**config.mk**
```make
export PLATFORM = sky130hd
export DESIGN_NAME = tab_separated_cell_parser
export DESIGN_NICKNAME = d
export VERILOG_FILES = /design/src/rtl/tsc_pkg.sv /design/src/rtl/tsc_parse.sv /design/src/rtl/tsc_out_buf.sv /design/src/rtl/tab_separated_cell_parser.sv
export VERILOG_INCLUDE_DIRS = /design/src /design/src/rtl
export SDC_FILE = /design/constraint.sdc
export NUM_CORES = 1
export LEC_CHECK = 0
export BUFFER_PORTS_ARGS = -buffer_cell sky130_fd_sc_hd__buf_4
export CORE_MARGIN = 2
export CORE_UTILIZATION = 57
export CTS_CLUSTER_DIAMETER = 100
export DETAILED_ROUTE_END_ITERATION = 8
export PLACE_DENSITY = 0.88
export SYNTH_ARGS = -nofsm -noshare
export SYNTH_HDL_FRONTEND = slang
export SYNTH_SLANG_ARGS = --single-unit
```
**constraint.sdc**
```tcl
create_clock -name clk -period 2.75 [get_ports clk]
set_clock_uncertainty 0.1 [all_clocks]
set_input_delay 0.1375 -clock clk [delete_from_list [all_inputs] [get_ports clk]]
set_output_delay 0.1375 -clock clk [all_outputs]
set_load 0.02 [all_outputs]
```
**src/rtl/tab_separated_cell_parser_macros.svh**
```systemverilog
// Assertion helpers for the cell parser.
`ifndef TAB_SEPARATED_CELL_PARSER_MACROS_SVH
`define TAB_SEPARATED_CELL_PARSER_MACROS_SVH

`ifndef SYNTHESIS
// Property must hold at every clock edge outside reset.
`define TSC_ASSERT(lbl, prop) \
  lbl: assert property (@(posedge clk) disable iff (rst) (prop)) \
    else $error("tsc assertion failed");
// Expression must never be true outside reset.
`define TSC_ASSERT_NEVER(lbl, expr) \
  lbl: assert property (@(posedge clk) disable iff (rst) !(expr)) \
    else $error("tsc forbidden condition");
`else
`define TSC_ASSERT(lbl, prop)
`define TSC_ASSERT_NEVER(lbl, expr)
`endif

`endif

```
**src/rtl/tsc_pkg.sv**
```systemverilog
`default_nettype none

package tsc_pkg;

  localparam logic [7:0] CH_CR    = 8'h0D;
  localparam logic [7:0] CH_TAB   = 8'h09;
  localparam logic [7:0] CH_QUOTE = 8'h22;
  localparam logic [7:0] CH_NUL   = 8'h00;

  typedef enum logic [2:0] {
    PH_START = 3'b001,
    PH_CELL  = 3'b010,
    PH_SKIP  = 3'b100
  } phase_t;

  // One result item.
  typedef struct packed {
    logic [7:0] out_byte;
    logic       cell_end;
    logic       row_end;
  } tsc_res_t;

  // Per-cell parser state.
  typedef struct packed {
    phase_t     phase;
    logic       quoted_cell;
    logic       held_valid;
    logic [7:0] held_byte;
    logic       last_out_was_quote;
    logic       cut_by_zero;
  } tsc_state_t;

endpackage

`default_nettype wire

```
**src/rtl/tsc_parse.sv**
```systemverilog
`default_nettype none

module tsc_parse import tsc_pkg::*; (
  input  wire logic       clk,
  input  wire logic       rst,
  input  wire logic       take,        // request accepted this cycle
  input  wire logic [7:0] in_byte,
  input  wire logic       final_byte,
  output logic            res_valid,
  output tsc_res_t        res,
  output phase_t          phase
);

  tsc_state_t st, st_next;
  logic       is_term;
  logic       content;
  logic       emit_req;
  logic [7:0] emit_val;

  assign phase = st.phase;

  always_comb begin
    st_next   = st;
    res_valid = 1'b0;
    res       = '0;
    is_term   = (in_byte == CH_TAB) || (in_byte == CH_CR);
    content   = 1'b0;
    emit_req  = 1'b0;
    emit_val  = in_byte;

    if (st.phase == PH_SKIP) begin
      st_next.phase = PH_START;
    end else if (is_term) begin
      st_next              = '0;
      st_next.phase        = (in_byte == CH_CR) ? PH_SKIP : PH_START;
      res_valid            = 1'b1;
      res.cell_end         = 1'b1;
      res.row_end          = (in_byte == CH_CR);
    end else if (st.phase == PH_START) begin
      st_next.phase = PH_CELL;
      if (in_byte == CH_QUOTE) begin
        st_next.quoted_cell = 1'b1;
      end else begin
        content = 1'b1;
      end
    end else begin
      content = 1'b1;
    end

    // content byte path; a zero cuts the rest of the cell
    if (content && !st.cut_by_zero) begin
      if (in_byte == CH_NUL) begin
        emit_req            = st.quoted_cell && st.held_valid;
        emit_val            = st.held_byte;
        st_next.held_valid  = 1'b0;
        st_next.held_byte   = '0;
        st_next.cut_by_zero = 1'b1;
      end else if (st.quoted_cell) begin
        emit_req           = st.held_valid;
        emit_val           = st.held_byte;
        st_next.held_byte  = in_byte;
        st_next.held_valid = 1'b1;
      end else begin
        emit_req = 1'b1;
      end
    end

    // quote runs collapse to one quote
    if (emit_req && !(emit_val == CH_QUOTE && st.last_out_was_quote)) begin
      st_next.last_out_was_quote = (emit_val == CH_QUOTE);
      res_valid    = 1'b1;
      res.out_byte = emit_val;
    end

    if (final_byte) begin
      st_next       = '0;
      st_next.phase = PH_START;
    end
  end

  always_ff @(posedge clk) begin
    if (rst) begin
      st <= '{PH_START, 1'b0, 1'b0, 8'h00, 1'b0, 1'b0};
    end else if (take) begin
      st <= st_next;
    end
  end

endmodule

`default_nettype wire

```
**src/rtl/tsc_out_buf.sv**
```systemverilog
`default_nettype none

module tsc_out_buf import tsc_pkg::*; (
  input  wire logic     clk,
  input  wire logic     rst,
  input  wire logic     push,
  input  wire tsc_res_t push_res,
  output logic          ready,
  output logic          out_valid,
  input  wire logic     out_ready,
  output tsc_res_t      out_res
);

  tsc_res_t main_res, skid_res;
  logic     main_valid, skid_valid;
  logic     pop, load_main, load_skid, main_from_skid;

  assign ready     = !skid_valid;
  assign out_valid = main_valid;
  assign out_res   = main_res;

  assign pop            = main_valid && out_ready;
  assign main_from_skid = pop && skid_valid;
  assign load_skid      = push && main_valid && !pop;
  assign load_main      = push && !load_skid;

  always_ff @(posedge clk) begin
    if (rst) begin
      main_valid <= 1'b0;
      skid_valid <= 1'b0;
    end else begin
      if (main_from_skid) begin
        skid_valid <= 1'b0;
      end else if (load_skid) begin
        skid_valid <= 1'b1;
      end
      if (load_main || main_from_skid) begin
        main_valid <= 1'b1;
      end else if (pop) begin
        main_valid <= 1'b0;
      end
    end
  end

  always_ff @(posedge clk) begin
    if (main_from_skid) begin
      main_res <= skid_res;
    end else if (load_main) begin
      main_res <= push_res;
    end
    if (load_skid) begin
      skid_res <= push_res;
    end
  end

endmodule

`default_nettype wire

```
**src/rtl/tab_separated_cell_parser.sv**
```systemverilog
// Results are registered in the output buffer before they appear on the master side.
// Throughput: one input byte per cycle, sustained while the master side drains.
// A two-entry output buffer lets input continue while one result waits.
// Reset (rst, synchronous, active high) returns to start of cell, empties buffers.
`default_nettype none

`include "tab_separated_cell_parser_macros.svh"

module tab_separated_cell_parser import tsc_pkg::*; (
  input  wire logic       clk,
  input  wire logic       rst,
  // slave side: text bytes
  input  wire logic       s_tvalid,
  output logic            s_tready,
  input  wire logic [7:0] s_tdata,   // [7:0] in_byte
  input  wire logic       s_tlast,   // final_byte
  // master side: cell content and end marks
  output logic            m_tvalid,
  input  wire logic       m_tready,
  output logic [7:0]      m_tdata,   // [7:0] out_byte
  output logic [1:0]      m_tuser    // [0] cell_end, [1] row_end
);

  logic     take;
  logic     res_valid;
  tsc_res_t res;
  tsc_res_t out_res;
  phase_t   phase;

  // a request is taken whenever the skid slot is free
  assign take = s_tvalid && s_tready;

  // single-pass byte decision: tab/CR terminators, quote handling,
  // one-byte hold for quoted cells, zero cut, skip after CR
  tsc_parse u_parse (
    .clk        (clk),
    .rst        (rst),
    .take       (take),
    .in_byte    (s_tdata),
    .final_byte (s_tlast),
    .res_valid  (res_valid),
    .res        (res),
    .phase      (phase)
  );

  // result register plus skid slot
  tsc_out_buf u_out (
    .clk       (clk),
    .rst       (rst),
    .push      (take && res_valid),
    .push_res  (res),
    .ready     (s_tready),
    .out_valid (m_tvalid),
    .out_ready (m_tready),
    .out_res   (out_res)
  );

  assign m_tdata = out_res.out_byte;
  assign m_tuser = {out_res.row_end, out_res.cell_end};

  // end marks carry no byte
  `TSC_ASSERT(a_end_no_byte, (m_tvalid && m_tuser[0]) |-> (m_tdata == 8'h00))
  // a row end is always a cell end
  `TSC_ASSERT_NEVER(a_row_wo_cell, m_tvalid && m_tuser[1] && !m_tuser[0])
  // back-pressure only when the result register is occupied
  `TSC_ASSERT(a_stall_has_out, !s_tready |-> m_tvalid)
  // a final byte leaves the parser at start of cell
  `TSC_ASSERT(a_final_resets, (take && s_tlast) |=> (phase == PH_START))

endmodule

`default_nettype wire
```
# Word-level counts from Yosys, hierarchy flattened
# Index checks and enable logic that the tools add are counted.
# Widths: inputs -> output; s select.
dict set report totals {
  register_bits 37
  latch_bits 0
  mem_bits_rw 0
  mem_bits_ro 0
  input_bits 13
  output_inout_bits 12
  word_cells 85
  mem_count 0
}
dict set report classes {
  n_addsub 0
  n_mul 0
  div_mod_pow 0
  magnitude_cmp 0
  eq_ne 8
  shift 0
  n_mux 34
  n_bitwise 0
  reduce_logical 29
}
# operator count
set ops {}
lappend ops {{$mux 8} 4}
lappend ops {{$mux 9} 3}
lappend ops {{$mux 10} 2}
lappend ops {{$eq 8x4->1 const B} 2}
lappend ops {{$eq 8x6->1 const B} 2}
lappend ops {{$mux 1} 16}
lappend ops {{$mux 15} 1}
lappend ops {{$mux 12} 1}
lappend ops {{$logic_and 1x1->1} 11}
lappend ops {{$mux 11} 1}
lappend ops {{$reduce_bool 3->1} 3}
lappend ops {{$logic_not 8->1} 1}
lappend ops {{$mux 4} 2}
lappend ops {{$mux 3} 2}
lappend ops {{$logic_not 1->1} 5}
lappend ops {{$mux 2} 2}
lappend ops {{$reduce_and 4->1} 1}
lappend ops {{$reduce_bool 2->1} 2}
lappend ops {{$reduce_bool 4->1} 1}
lappend ops {{$eq 3x1->1 const B} 1}
lappend ops {{$eq 3x3->1 const B} 1}
lappend ops {{$ne 3x3->1 const B} 1}
lappend ops {{$reduce_and 3->1} 1}
lappend ops {{$logic_or 1x1->1} 2}
lappend ops {{other kinds (3)} 3}

# Longest topological paths before layout
dict set report depth {
  depth_word 19
  depth_mapped 7
  depth_no_buf 5
}

# Hierarchy
# A second synthesis with hierarchy kept.
dict set report hier_totals {
  hier_cells 175
  area_unflattened_um2 1934.4
}
# module instances cells_each area_each_um2 seq_area_each_um2
set modules_own_cells {}
lappend modules_own_cells {tsc_parse 1 130 1099.8 300.3}
lappend modules_own_cells {tsc_out_buf 1 43 822.0 640.6}
lappend modules_own_cells {tab_separated_cell_parser 1 2 12.5 0.0}

# Least setup slack after synthesis
# OpenSTA, ideal clock, no wires.
dict set report synth_path {
  kind {register -> register}
  startpoint {register u_parse.st (netlist bit u_parse.phase[2])}
  endpoint {register u_out.main_res (netlist bit u_out.out_res[0]), enable pin}
  setup_time_ps 383
  t_arrival_ps 2045
  required_ps 2267
  slack_ps 222
  stages_incl_launch_ff 7
  path_buffers 1
  synth_period_minus_slack_ps 2528
  cell_sequence {dfxtp_1 -> nor3b_1 -> a211o_1 -> a211oi_4 -> o31ai_4 -> buf_6 -> a31oi_1}
}
dict set report synth_via {
  elab_chain_cells 17
  elab_cells_between_ends 20
  classes_between {3 x eq/ne; 7 x mux; 10 x reduce/logical}
}
# item line_no
set synth_lines {}
lappend synth_lines {{start, declared} tsc_parse.sv:14} ;# tsc_state_t st, st_next;
lappend synth_lines {{start signal, assigned} tsc_parse.sv:83} ;# st <= '{PH_START, 1'b0, 1'b0, 8'h00, 1'b0, 1'b0};
lappend synth_lines {{start signal, assigned} tsc_parse.sv:85} ;# st <= st_next;
lappend synth_lines {{$eq 3x1->1} tsc_parse.sv:39} ;# end else if (st.phase == PH_START) begin
lappend synth_lines {{$mux 1} tsc_parse.sv:39}
lappend synth_lines {{$mux 1} tsc_parse.sv:33} ;# end else if (is_term) begin
lappend synth_lines {{$mux 1} tsc_parse.sv:31} ;# if (st.phase == PH_SKIP) begin
lappend synth_lines {{$logic_and 1x1->1} tsc_parse.sv:51} ;# if (content && !st.cut_by_zero) begin
lappend synth_lines {{$mux 8} tsc_parse.sv:51}
lappend synth_lines {{$eq 8x6->1} tsc_parse.sv:69} ;# if (emit_req && !(emit_val == CH_QUOTE && st.last_out_was_quote)) begin
lappend synth_lines {{$logic_and 1x1->1} tsc_parse.sv:69}
lappend synth_lines {{$logic_not 1->1} tsc_parse.sv:69}
lappend synth_lines {{$logic_and 1x1->1} tsc_parse.sv:69}
lappend synth_lines {{$mux 1 *} tsc_parse.sv:69}
lappend synth_lines {{$logic_and 1x1->1 *} tab_separated_cell_parser.sv:50} ;# .push (take && res_valid),
lappend synth_lines {{$logic_and 1x1->1 (2 in series)} tsc_out_buf.sv:24} ;# assign load_skid = push && main_valid && !pop;
lappend synth_lines {{$logic_not 1->1} tsc_out_buf.sv:25} ;# assign load_main = push && !load_skid;
lappend synth_lines {{$logic_and 1x1->1 *} tsc_out_buf.sv:25}
lappend synth_lines {{$reduce_bool 2->1 (no source line) *} -}
lappend synth_lines {{end signal, assigned} tsc_out_buf.sv:47} ;# main_res <= skid_res;
lappend synth_lines {{end signal, assigned} tsc_out_buf.sv:49} ;# main_res <= push_res;
lappend synth_lines {{end, declared} tsc_out_buf.sv:14} ;# tsc_res_t main_res, skid_res;
# Mark *: on every way between the ends. The rest lies on a longest branch, timed or not.
# A chain may end at the register's enable or synchronous reset.

# Final worst setup path
dict set report layout_path {
  startpoint {register u_parse.st (netlist bit u_parse.phase[0])}
  endpoint {register u_out.main_res (netlist bit u_out.out_res[3]), enable pin}
}
# Same word-level chain as after synthesis.

==> qor.yml <==
status: "completed"
dpl.hpwl_um: 3240
synth_cells: 209
met1_usage: 0.300
synth_edf_count: 20
antenna_found_initial: 0
pwr-share-seq: 0.565
p_comb_frac: 0.189
crit_fanout: 10
power_leakage_nw: 0.944
fin_crit_ps: 2430
synthesis.area_per_instance_um2: 9.85
use_met2: 0.371
dpl.cell_count: 282
critPathBufInv: 0
synthFlopType: "edfxtp_1"
slew_violations: 0
post_cts_resized: 0
maxCapViolCount: 0
synth_nets: 222
grtUsageTotal: 0.230
tns_ps: 0
synth_seq_area_share: 0.457
postLayoutCellArea_um2: 2400
numCtsBuffers: 5
clk_latency_ps: 340
max_slew_margin: 0.381
antenna_left: 0
busiest_layer: "met2"
drive_gt1_frac: 0.233
post-cts-setup-buffers: 0
wire_per_inst_um: 15.0
routed_via_density: 6.10
initial_core_util: 0.607
core_area_um2: 3390
final-setup-viol-count: 0
grt_start_max_net_pins: 19
drt_wl_total_um: 4370
diodes: 0
syn_area_um2: 2060
cp-end-kind: "register"
critical_path_class: "register to register"
fin_nets: 257
route.vias.total: 1776
min_path_type: "primary input to register"
die_h_um: 64.1
p_sw_frac: 0.282
fp.dieW_um: 64.1
ios: 25
place_congestion: 0.908
rows: 21
clock-sinks: 37
yosys_warnings: 0
dieArea_um2: 4110
hold_viol: 0
cp_cell_sequence: "nor3b_1 > a211o_1 > a211oi_4 > o31ai_4 > a31oi_1"
clk_path_buf_depth: 2
synth.distinct_cells: 49
layout.cells.non_filler: 291
async_flop_share: 0
slowest_delay_ps: 720
grt_pass1_vias: 1606
drc: 0
crit_arrival_ps: 2300
grt_use_met3: 0.0599
crit_family: "compound AO/OA/AOI/OAI gates"
startpoint_type: "register"
whs_ps: 11.6
grt_remaining_overflow: 0
io_buffers: 24
max_slew.worst_pin.slew_ps: 925
drt-initial-drc-count: 161
total_power_mw: 1.12
crit_required_ps: 2620
p_sw_mw: 0.317
min_period_over_period: 0.882
p_clk_frac: 0.246
ctsHoldBuffers: 1
placed_cell_area_um2: 2340
cts_root_buf: "clkbuf_4"
rsz0062_at_grt: "no"
fmax_mhz: 412
synth-seq-cells: 37
cpMaxStageDelayCell: "a31oi_1"
final_cell_mix: "buf_4, nand2_1, edfxtp_1"
final_common_cell: "buf_4"
intPower_mw: 0.807
cts_tree: "yes"
power_density_nw_per_um2: 468
areaGrowthSynthToFinish_pct: 16.8
drtPass1Iterations: 5
clk_pin_slew_ps: 110
vdd_drop_max_mv: 0.264
grt_pass1_wl_um: 7370
h-tree-depth: 2
## power by group through the flow
stage	clock, mW	combinational, mW	sequential (mW)
floorplan	0	0.103	0.669
global placement	0	0.207	0.647
detailed placement	0	0.209	0.648
CTS	0.287	0.211	0.635
global route	0.315	0.231	0.639
finish	0.276	0.212	0.635
## cells by family after synthesis
| kind of cell | Yosys count | share of synthesized area |
|---|---|---|
| and+or+nand+nor | 81 | 0.229 |
| AOI/OAI and AO/OA | 69 | 0.245 |
| DFF | 37 | 0.457 |
| buffers and inverters | 16 | 0.0377 |
| muxes | 6 | 0.0310 |
## metrics by stage
| stage | utilization | setup slack [ps] |
|---|---|---|
| finish | 0.709 | 324 |
| global route | 0.709 | 137 |
| CTS | 0.709 | 304 |
| detailed placement | 0.690 | 296 |
| global placement | 0.690 | 339 |
| floorplan | - | 222 |
## flip-flops by register name (all words and copies together) (netlist names)
name	flops
u_out.out_res	10
u_out.out_valid	1
u_out.skid_res	10
u_out.skid_valid	1
u_parse.phase	3
u_parse.st	12
## area by class of cell
class                      count  area (um2)
clock buffer                   5        37.5
inverter                       6        22.5
clock inverter                 3        17.5
fill                         262         986
timing repair buffer          38         288
tap                           46        57.6
multi-input combinational    156        1040
sequential                    37         941
## routing by layer
layer / wire [um] / vias to the layer above
met5: 0 / -
li1: - / 875
met4: 54 / 0
met1: 1870 / 804
met3: 366 / 9
met2: 2080 / 88
## tightest hold or removal path: cells and delay by family
family | cells | cell delay, ps
simple gates | 1 | 90
compound gates | 1 | 70
buf+inv | 1 | 120
## path summary, 6_finish.rpt
kind | startpoint | endpoint | slack, ps | cells after the start
max reg2reg | u_parse.phase[0] | u_out.out_res[3] | 320 | 5
max | u_parse.phase[0] | u_out.out_res[3] | 320 | 5
min | s_tvalid | u_out.skid_valid | 10 | 3
min reg2reg | u_parse.st[10] | u_parse.st[10] | 380 | 2
## synthesized netlist by cell type (all sizes together), types with 5 or more instances
master   n  area [um2]
a31oi    7        43.8
clkbuf   5        18.8
dfxtp   17         340
nor2    15        56.3
a21o    11        82.6
nand2   22        82.6
o21ai    8        51.3
o31ai   10        88.8
nor4    10        77.6
a21oi   18        90.1
buf      5        36.3
inv      6        22.5
edfxtp  20         601
Note: power is estimated with default switching activity, not from simulation.
